$ cat config.mk
export PLATFORM = sky130hd
export DESIGN_NAME = htw_ctrl
export DESIGN_NICKNAME = d
export VERILOG_FILES = /design/src/sv/hierarchical_timer_wheel_defines.svh /design/src/sv/htw_pkg.sv /design/src/sv/htw_ctrl.sv
export SDC_FILE = /design/constraint.sdc
export NUM_CORES = 1
export LEC_CHECK = 0
export BUFFER_PORTS_ARGS = -buffer_cell sky130_fd_sc_hd__buf_2
export CAP_MARGIN = 20
export CORE_ASPECT_RATIO = 0.7
export CORE_MARGIN = 4
export CORE_UTILIZATION = 30
export CTS_BUF_LIST = sky130_fd_sc_hd__clkbuf_16
export DETAILED_ROUTE_END_ITERATION = 6
export PLACE_DENSITY_LB_ADDON = 0.25
export SLEW_MARGIN = 25
export SYNTH_ARGS = -nofsm -noshare
export SYNTH_HDL_FRONTEND = slang
export SYNTH_SLANG_ARGS = --single-unit
$ cat constraint.sdc
create_clock -name clk -period 2.28 [get_ports clk]
set_clock_uncertainty 0.1 [all_clocks]
set_input_delay 0 -clock clk [delete_from_list [all_inputs] [get_ports clk]]
set_output_delay 0 -clock clk [all_outputs]
set_load 0.005 [all_outputs]
$ cat src/sv/hierarchical_timer_wheel_defines.svh
// ----------------------------------------------------------------------------
// Timer wheel assertion macros
// Shared concurrent assertion forms, clocked on clk and idle during reset.
// ----------------------------------------------------------------------------
`ifndef HIERARCHICAL_TIMER_WHEEL_DEFINES_SVH
`define HIERARCHICAL_TIMER_WHEEL_DEFINES_SVH

// cond must hold at every edge out of reset
`define HTW_ASSERT_ALWAYS(lbl, cond, msg) \
	lbl: assert property (@(posedge clk) disable iff (!arst_n) (cond)) else $error(msg);

// cons must hold in the same cycle as ante
`define HTW_ASSERT_NOW(lbl, ante, cons, msg) \
	lbl: assert property (@(posedge clk) disable iff (!arst_n) (ante) |-> (cons)) else $error(msg);

// cons must hold in the cycle after ante
`define HTW_ASSERT_NEXT(lbl, ante, cons, msg) \
	lbl: assert property (@(posedge clk) disable iff (!arst_n) (ante) |=> (cons)) else $error(msg);

`endif

$ cat src/sv/htw_pkg.sv
// ----------------------------------------------------------------------------
// Timer wheel package
// Sizes, operation codes, sequencer steps and slot filing functions.
// ----------------------------------------------------------------------------
`default_nettype none

package htw_pkg;

	localparam int TIMER_COUNT = 64;
	localparam int ROOT_BITS   = 8;
	localparam int LEVEL_BITS  = 6;
	localparam int LEVELS      = 4;

	localparam int OP_W    = 2;
	localparam int ID_W    = 6;
	localparam int TICK_W  = 32;
	localparam int LINK_W  = 7;
	localparam int K_W     = 2;

	localparam int ROOT_SIZE  = 1 << ROOT_BITS;
	localparam int LEVEL_SIZE = 1 << LEVEL_BITS;
	localparam int SLOT_COUNT = ROOT_SIZE + LEVELS * LEVEL_SIZE;
	localparam int SLOT_W     = $clog2(SLOT_COUNT);
	localparam int NODE_DEPTH = 1 << ID_W;
	localparam int GUARD_W    = $clog2(TIMER_COUNT + 1);

	localparam logic [LINK_W-1:0] NIL     = 7'h7F;
	localparam logic [LINK_W-1:0] TC_LINK = LINK_W'(TIMER_COUNT);

	localparam logic [OP_W-1:0] OP_ARM    = 2'd0;
	localparam logic [OP_W-1:0] OP_CANCEL = 2'd1;
	localparam logic [OP_W-1:0] OP_TICK   = 2'd2;

	typedef enum logic [4:0] {
		ST_CLR, ST_IDLE, ST_DEC,
		ST_U0, ST_U1, ST_ARM, ST_CANCEL,
		ST_F0, ST_F1, ST_F2,
		ST_C0, ST_C1, ST_W0, ST_W1, ST_WN, ST_LVL,
		ST_E0, ST_E1, ST_X0, ST_X1, ST_X2,
		ST_RSP
	} step_t;

	typedef enum logic [1:0] {
		FR_ARM, FR_CAS, FR_EXP
	} fret_t;

	typedef struct packed {
		step_t step;
		logic  take;
	} cmd_t;

	typedef struct packed {
		logic            clr_done;
		logic            id_ok;
		logic            id_active;
		logic            root_zero;
		logic            head_ok;
		logic            more;
		logic            lvl_stop;
		logic            out_free;
		logic            per_nz;
		logic [OP_W-1:0] op;
	} sts_t;

	// index of an expiry within upper level lvl (1 is the lowest upper level)
	function automatic logic [LEVEL_BITS-1:0] lvl_idx(input int lvl,
		input logic [TICK_W-1:0] e);
		logic [63:0] e64;
		e64 = {32'b0, e};
		return LEVEL_BITS'(e64 >> (ROOT_BITS + (lvl - 1) * LEVEL_BITS));
	endfunction

	function automatic logic [SLOT_W-1:0] upper_slot(input int lvl,
		input logic [TICK_W-1:0] e);
		return SLOT_W'(ROOT_SIZE + (lvl - 1) * LEVEL_SIZE) + SLOT_W'(lvl_idx(lvl, e));
	endfunction

	// pick the slot for an expiry by its distance from the current tick
	function automatic logic [SLOT_W-1:0] file_slot(input logic [TICK_W-1:0] e,
		input logic [TICK_W-1:0] tick);
		logic [TICK_W-1:0] d;
		logic [63:0]       d64;
		logic [SLOT_W-1:0] s;
		d   = e - tick;
		d64 = {32'b0, d};
		if ((d64 >> ROOT_BITS) == 64'd0) begin
			s = SLOT_W'(e[ROOT_BITS-1:0]);
		end else if ((d64 >> (ROOT_BITS + LEVEL_BITS)) == 64'd0) begin
			s = upper_slot(1, e);
		end else if ((d64 >> (ROOT_BITS + 2 * LEVEL_BITS)) == 64'd0) begin
			s = upper_slot(2, e);
		end else if ((d64 >> (ROOT_BITS + 3 * LEVEL_BITS)) == 64'd0) begin
			s = upper_slot(3, e);
		end else if (d[TICK_W-1]) begin
			// already overdue: fire on the current root slot
			s = SLOT_W'(tick[ROOT_BITS-1:0]);
		end else begin
			s = upper_slot(4, e);
		end
		return s;
	endfunction

endpackage

`default_nettype wire

$ cat src/sv/htw_ctrl.sv
// ----------------------------------------------------------------------------
// Timer wheel controller
// Sequencer that steps the datapath through arm, cancel, cascade and expiry.
// ----------------------------------------------------------------------------
`default_nettype none

module htw_ctrl (
	input  wire logic         clk,
	input  wire logic         arst_n,
	input  wire logic         in_valid,
	output logic              in_stall,
	input  wire htw_pkg::sts_t sts,
	output htw_pkg::cmd_t     cmd
);

	htw_pkg::step_t state_q, state_d;
	htw_pkg::fret_t fret_q, fret_d;

	always_ff @(posedge clk or negedge arst_n) begin
		if (!arst_n) begin
			state_q <= htw_pkg::ST_CLR;
			fret_q  <= htw_pkg::FR_ARM;
		end else begin
			state_q <= state_d;
			fret_q  <= fret_d;
		end
	end

	always_comb begin
		state_d = state_q;
		fret_d  = fret_q;
		unique case (state_q)
			htw_pkg::ST_CLR: begin
				if (sts.clr_done) state_d = htw_pkg::ST_IDLE;
			end
			htw_pkg::ST_IDLE: begin
				if (in_valid) state_d = htw_pkg::ST_DEC;
			end
			htw_pkg::ST_DEC: begin
				priority if (sts.op == htw_pkg::OP_ARM) begin
					if (!sts.id_ok) state_d = htw_pkg::ST_RSP;
					else if (sts.id_active) state_d = htw_pkg::ST_U0;
					else state_d = htw_pkg::ST_ARM;
				end else if (sts.op == htw_pkg::OP_CANCEL) begin
					state_d = (sts.id_ok && sts.id_active) ? htw_pkg::ST_U0 : htw_pkg::ST_RSP;
				end else if (sts.op == htw_pkg::OP_TICK) begin
					state_d = sts.root_zero ? htw_pkg::ST_C0 : htw_pkg::ST_E0;
				end else begin
					state_d = htw_pkg::ST_RSP;
				end
			end
			htw_pkg::ST_U0: state_d = htw_pkg::ST_U1;
			htw_pkg::ST_U1: begin
				state_d = (sts.op == htw_pkg::OP_ARM) ? htw_pkg::ST_ARM : htw_pkg::ST_CANCEL;
			end
			htw_pkg::ST_ARM: begin
				state_d = htw_pkg::ST_F0;
				fret_d  = htw_pkg::FR_ARM;
			end
			htw_pkg::ST_CANCEL: state_d = htw_pkg::ST_RSP;
			htw_pkg::ST_F0: state_d = htw_pkg::ST_F1;
			htw_pkg::ST_F1: state_d = htw_pkg::ST_F2;
			htw_pkg::ST_F2: begin
				priority if (fret_q == htw_pkg::FR_ARM) state_d = htw_pkg::ST_RSP;
				else if (fret_q == htw_pkg::FR_CAS) state_d = htw_pkg::ST_WN;
				else state_d = htw_pkg::ST_X2;
			end
			htw_pkg::ST_C0: state_d = htw_pkg::ST_C1;
			htw_pkg::ST_C1: state_d = sts.head_ok ? htw_pkg::ST_W0 : htw_pkg::ST_LVL;
			htw_pkg::ST_W0: state_d = htw_pkg::ST_W1;
			htw_pkg::ST_W1: begin
				state_d = htw_pkg::ST_F0;
				fret_d  = htw_pkg::FR_CAS;
			end
			htw_pkg::ST_WN: state_d = sts.more ? htw_pkg::ST_W0 : htw_pkg::ST_LVL;
			htw_pkg::ST_LVL: state_d = sts.lvl_stop ? htw_pkg::ST_E0 : htw_pkg::ST_C0;
			htw_pkg::ST_E0: state_d = htw_pkg::ST_E1;
			htw_pkg::ST_E1: state_d = sts.head_ok ? htw_pkg::ST_X0 : htw_pkg::ST_RSP;
			htw_pkg::ST_X0: state_d = htw_pkg::ST_X1;
			htw_pkg::ST_X1: begin
				// hold until the output register frees up
				if (sts.out_free) begin
					if (sts.per_nz) begin
						state_d = htw_pkg::ST_F0;
						fret_d  = htw_pkg::FR_EXP;
					end else begin
						state_d = htw_pkg::ST_X2;
					end
				end
			end
			htw_pkg::ST_X2: state_d = sts.more ? htw_pkg::ST_X0 : htw_pkg::ST_IDLE;
			htw_pkg::ST_RSP: begin
				if (sts.out_free) state_d = htw_pkg::ST_IDLE;
			end
			default: state_d = htw_pkg::ST_CLR;
		endcase
	end

	always_comb begin
		in_stall = (state_q != htw_pkg::ST_IDLE);
		cmd.step = state_q;
		cmd.take = in_valid && (state_q == htw_pkg::ST_IDLE);
	end

endmodule

`default_nettype wire

==> impl_metrics.csv, run 1 <==
group,metric,value,unit
clocking,cts_made_buffers,3,
cells_and_area,fin_area,1042,sq um
route,avgRoutedWirePerCell,14.80,um
cells_and_area,fin_nets,146,
synth,synth_enable_flop_cells,0,
synth,synth_fa_ha_area_share,1.120,%
grt,grt_usage,13.01,%
status,outcome,"complete, no violations",
synth,synth.top_cell.area_share,19.61,%
setup_path,start_kind,"flip-flop",
timing,rsz0062_at_grt,"false",
clocking,root_buffer,"clkbuf_16",
clocking,clk_pin_slew,40,ps
cells_and_area,drive_above_1_share,25.95,%
synth,muxShareOfSynthArea,1.261,%
power_and_ir_drop,switchingPower,678.4,uW
synth,synth_top_family_by_area,"simple AND/OR/NAND/NOR gates",
floorplanning,core,2823,sq um
floorplanning,io_pins,21,
power_and_ir_drop,power_leakage,0.0004397,uW
setup_path,crit_type,"flip-flop to flip-flop",
grt,antenna_found_initial,0,
power_and_ir_drop,powerDensity,1403,nW/um^2
timing,tns,0,ps
synth,yosysWarnings,0,
clocking,clkLatencyLatePin,230,ps
cells_and_area,fin_util,36.92,%
route,wirelength,2471,um
synth,synth_compound_area_share,27.73,%
synth,synth-seq-cells,7,
power_and_ir_drop,p_seq_share,23.9,%
clocking,cts_sinks,7,
clocking,cts_tree,"built",
placement,place.detailed.hpwl,1927,um
clocking,htree_levels,1,
synth,synth_flop_cell,"dfrtp_1",
power_and_ir_drop,ir_drop,605.4,uV
placement,io_buffers,20,
floorplanning,dieHeight,53.66,um
route,antenna_left,0,
power_and_ir_drop,power_frac_clock,19.9,%
timing,setup_violations,0,
floorplanning,core.rowCount,16,
synth,synth_nets,126,
synth,mappedNetlistArea,893.4,sq um
synth,avgSynthCellArea,7.976,sq um
timing,final.min_clock_period,1940,ps
synth,yosysTopAreaCell,"dfrtp_1",
synth,synth_seq_area_share,19.61,%
clocking,post-cts-setup-buffer-count,0,
route,drc,0,
placement,placed_area,943.4,sq um
timing,finalCritPeriodShare,85.10,%
cells_and_area,fill_cells,291,
route,vias,933,
floorplanning,die-width,73.23,um
synth,synth-xor-area-share,1.961,%
timing,finalHoldViolCount,0,
timing,slew_headroom,52.15,%
setup_path,crit_fanout,12,
cells_and_area,n_antenna_cell,0,
setup_path,cp-end-kind,"flip-flop",
clocking,cts_resized,0,
grt,grt_max_degree,24,
timing,tightest_slew,717.7,ps
floorplanning,die_area,3929,sq um
clocking,clock_path_buffers,2,
setup_path,cp_data_arrival_time,1930,ps
grt,gr-total-overflow,0,
route,drtIter0Drc,64,
timing,whs,25.82,ps
timing,fmax,0.5154,GHz
setup_path,crit_required,2270,ps
synth,syn_inst,112,
job,maxCapViolations,0,
placement,gp_congestion,0.8825,
synth,synth_area_leaders,"dfrtp_1 20%, clkbuf_8 7.7%, o21ai_0 4.5%",
synth,synth_simple_gate_area_share,34.31,%
cells_and_area,syn_to_final_growth,16.67,%
worst_hold_path,hold_path.class,"input port to async pin",
power_and_ir_drop,power_switching_share,46.39,%
grt,grt_pass1_wl,3926,um
synth,synthTopCellsByCount,"8 x nand2_1, 8 x nor2_1, 8 x o21ai_0",
timing,slew_violations,0,
synth,async_reset_ff_share,100.0,%
synth,synth.distinct_cells,46,
power_and_ir_drop,p_int,783.9,uW
route,firstDrtPassIters,4,
floorplanning,initial_core_util,31.65,%
power_and_ir_drop,power_frac_comb,56.2,%
route,avgViaCountPerCell,5.587,
grt,grt_pass1_vias,832,
## power groups by stage
stage | Sequential [uW] | Clock, uW | Combinational, uW
floorplan | 241 | 0 | 816
global placement | 346 | 0 | 807
detailed placement | 350 | 0 | 814
CTS | 349 | 298 | 821
global route | 368 | 306 | 908
finish | 350 | 291 | 822
## logic make-up (layout without fill, tap and decap cells)
family / after synthesis / after routing
and+or+nand+nor: 53 / 53
AOI/OAI and AO/OA: 35 / 35
buffers and inverters: 13 / 32
DFF: 7 / 7
xor gates and xnor gates: 2 / 2
adders and majority gates: 1 / 1
muxes: 1 / 1
## worst paths after layout
kind                                             start                      to  slack [ps]  cells after the start
worst max-delay path            state_q[0]$_DFFE_PN0P_  state_q[0]$_DFFE_PN0P_         340                      5
worst max register to register  state_q[0]$_DFFE_PN0P_  state_q[0]$_DFFE_PN0P_         340                      5
max in group asynchronous                       arst_n  state_q[2]$_DFFE_PN0P_        1900                      2
worst min-delay path                            arst_n   fret_q[1]$_DFFE_PN0P_          30                      2
worst min register to register   fret_q[1]$_DFFE_PN0P_   fret_q[1]$_DFFE_PN0P_         420                      2
min in group clk                                sts[4]  state_q[3]$_DFFE_PN0P_         100                      4
## sequential cells by signal, summed over array words and instances (netlist names)
signal	count
state_q	5
fret_q	2
## layout by cell type, fill, tap and decap left out, types with 3 or more instances in the layout
cell type | netlist | final
buf_2 | 0 | 20
dfrtp_1 | 7 | 7
nor2b_1 | 5 | 5
clkbuf_16 | 0 | 3
nand4_1 | 5 | 5
inv_1 | 3 | 4
nand2_1 | 8 | 8
nor2_1 | 8 | 8
o21ai_0 | 8 | 8
nand3_1 | 6 | 6
a21oi_1 | 5 | 5
nor3_1 | 6 | 6
## final cells by class
type	count	area, sq um	area share, %
multi-input cells	92	593.1	56.90
flip-flops and latches	7	175.2	16.81
repair buffers	24	135.1	12.97
clock buffers	3	75.07	7.203
well taps	36	45.04	4.322
inverters	4	15.01	1.441
clock inverters	1	3.754	0.3601
## through the flow
step                instances  setup slack (ps)  total power [uW]
global route              167             180.7              1582
finish                    167             339.7              1462
floorplan                 112             590.6              1057
detailed placement        161             357.9              1164
global placement          161             361.3              1153
CTS                       167             340.6              1469
## repair_timing
item                       in CTS  in global routing
setup endpoints to repair       0                  0
hold buffers                    2                  0
hold endpoints to repair        8                  0
## metal layers
layer	share of wire [%]	vias up	track usage [%]
li1	-	459	-
met1	47	437	18.23
met2	45	34	20.77
met3	7.3	3	2.239
met4	0.69	0	3.067
met5	0	-	0
## critical path, cell delays in order, from the launching register on
cell     delay [ps]
dfrtp_1         600
inv_2           170
a22o_1          240
a32o_2          270
nor4_2          280
o32ai_1         130
(Power assumes the default switching activity.)
==> inputs of run 2 (changes only) <==
- clock period: 2.28 -> 1.6 ns (I/O delays scaled with it)
==> impl_metrics.csv, run 2 (synthesis gave the netlist of run 1 again) <==
group,metric,value,unit
setup_path,cp_data_arrival_time,1630,ps
cells_and_area,reg_top3,"state_q: 5 flops, fret_q: 2 flops",
power_and_ir_drop,power_leakage,0.0006399,uW
floorplanning,io_pins,21,
timing,tns,-69.20,ps
clocking,htree_levels,1,
grt,grt_max_degree,11,
clocking,clock_path_buffers,2,
cells_and_area,largest_reg_flops,5,
timing,fmax,0.6126,GHz
route,firstDrtPassIters,4,
grt,gr-total-overflow,0,
timing,finalWorstSetupSlack,-32.45,ps
timing,finalHoldViolCount,1,
placement,io_buffers,20,
floorplanning,dieHeight,53.66,um
timing,rsz0062_at_grt,"true",
job,maxCapViolations,0,
timing,setup_violations,3,
timing,finalCritPeriodShare,102.0,%
cells_and_area,drive_above_1_share,54.55,%
clocking,cts_sinks,7,
placement,place.detailed.hpwl,2433,um
grt,grt_pass1_wl,5175,um
route,drc,0,
floorplanning,core.rowCount,16,
setup_path,cp-end-kind,"flip-flop",
timing,whs,-4.661,ps
timing,slew_headroom,80.71,%
power_and_ir_drop,power.total,3064,uW
floorplanning,initial_core_util,31.65,%
grt,grt_usage,17.76,%
clocking,cts_tree,"built",
route,wirelength,3386,um
grt,antenna_found_initial,0,
cells_and_area,fill_cells,286,
setup_path,r2r_cells,5,
clocking,cts_made_buffers,3,
grt,grt_pass1_vias,1034,
route,antenna_left,0,
placement,gp_congestion,0.9025,
cells_and_area,n_antenna_cell,0,
power_and_ir_drop,powerDensity,2192,nW/um^2
timing,slew_violations,0,
route,drtIter0Drc,60,
power_and_ir_drop,ir_drop,1367,uV
cells_and_area,syn_to_final_growth,56.44,%
route,vias,1111,
timing,tightest_slew,289.4,ps
setup_path,crit_fanout,7,
floorplanning,core,2823,sq um
setup_path,start_kind,"flip-flop",
worst_hold_path,hold_path.class,"input port to flip-flop",
cells_and_area,final_common_cell,"buf_4",
floorplanning,die-width,73.23,um
status,outcome,"complete, but fails checks",
timing,final.min_clock_period,1632,ps
worst_hold_path,min_path_cells,3,
floorplanning,die_area,3929,sq um
route,avgViaCountPerCell,5.527,
clocking,clkLatencyLatePin,230,ps
setup_path,crit_required,1600,ps
cells_and_area,max_flop_register,"state_q",
cells_and_area,fin_nets,180,
clocking,clk_pin_slew,40,ps
route,avgRoutedWirePerCell,16.85,um
status,failed_checks,"negative hold slack, negative setup slack",
cells_and_area,final_cell_mix,"34 x buf_4, 21 x buf_2, 7 x nand2_1, 7 x o21ai_0, 6 x nand3_1",
clocking,root_buffer,"clkbuf_16",
setup_path,crit_type,"flip-flop to flip-flop",
run 2: worst paths after layout:
kind / from / endpoint / slack, ps
min in group asynchronous: arst_n / state_q[0]$_DFFE_PN0P_ / 30
hold / removal: sts[3] / fret_q[1]$_DFFE_PN0P_ / -5
hold reg to reg: fret_q[1]$_DFFE_PN0P_ / fret_q[1]$_DFFE_PN0P_ / 460
max in group asynchronous: arst_n / state_q[3]$_DFFE_PN0P_ / 1190
setup reg to reg: state_q[4]$_DFFE_PN0P_ / state_q[0]$_DFFE_PN0P_ / -30
setup / recovery: state_q[4]$_DFFE_PN0P_ / state_q[0]$_DFFE_PN0P_ / -30
run 2: area by class of cell:
cell class	count	area (sq um)	share of cell area, %
flip-flops and latches	7	180.2	12.89
multi-input cells	92	685.7	49.06
clock inverters	1	3.754	0.2686
repair buffers	58	392.9	28.11
clock buffers	3	75.07	5.372
inverters	4	15.01	1.074
well taps	36	45.04	3.223
run 2: repair_timing:
action,CTS,global route
gates cloned,0,1
buffers inserted,6,2
pin swaps,5,5
hold endpoints to repair,7,0
gates resized for setup,21,11
hold buffers,1,0
setup endpoints to repair,6,6
run 2: critical path, cell delays in order (launching register included):
cell and delay (ps):
dfrtp_2 460, nor2b_4 150, a22o_1 230, a32o_2 290
nor4_2 150, o32ai_1 110
run 2: report_power, final:
group / internal (uW) / total (uW) / switching, uW
sequential: 278 / 423 / 145
clock: 326 / 426 / 101
combinational: 1150 / 2210 / 1060
total: 1760 / 3060 / 1310
run 2: metal layers:
metal  up-vias  track usage [%]  part of all wire (%)
met3         4            4.291                   9.2
met2        55            27.30                    47
met4         0            7.055                   1.2
met1       527            23.92                    43
li1        525                -                     -
met5         -                0                     0
run 2: metrics by stage:
stage | std cells | util, % | cell area, sq um | setup WS (ps) | hold slack (ps)
after global routing | 201 | 49.51 | 1398 | -104.5 | 22.69
after CTS | 198 | 47.30 | 1335 | -4.562 | 2.115
after floorplan | 112 | - | 893.4 | 12.94 | -395.6
final | 201 | 49.51 | 1398 | -32.45 | -4.661
after global placement | 188 | 40.60 | 1146 | -144.6 | -250.5
after detailed placement | 188 | 40.60 | 1146 | -175.6 | -250.9
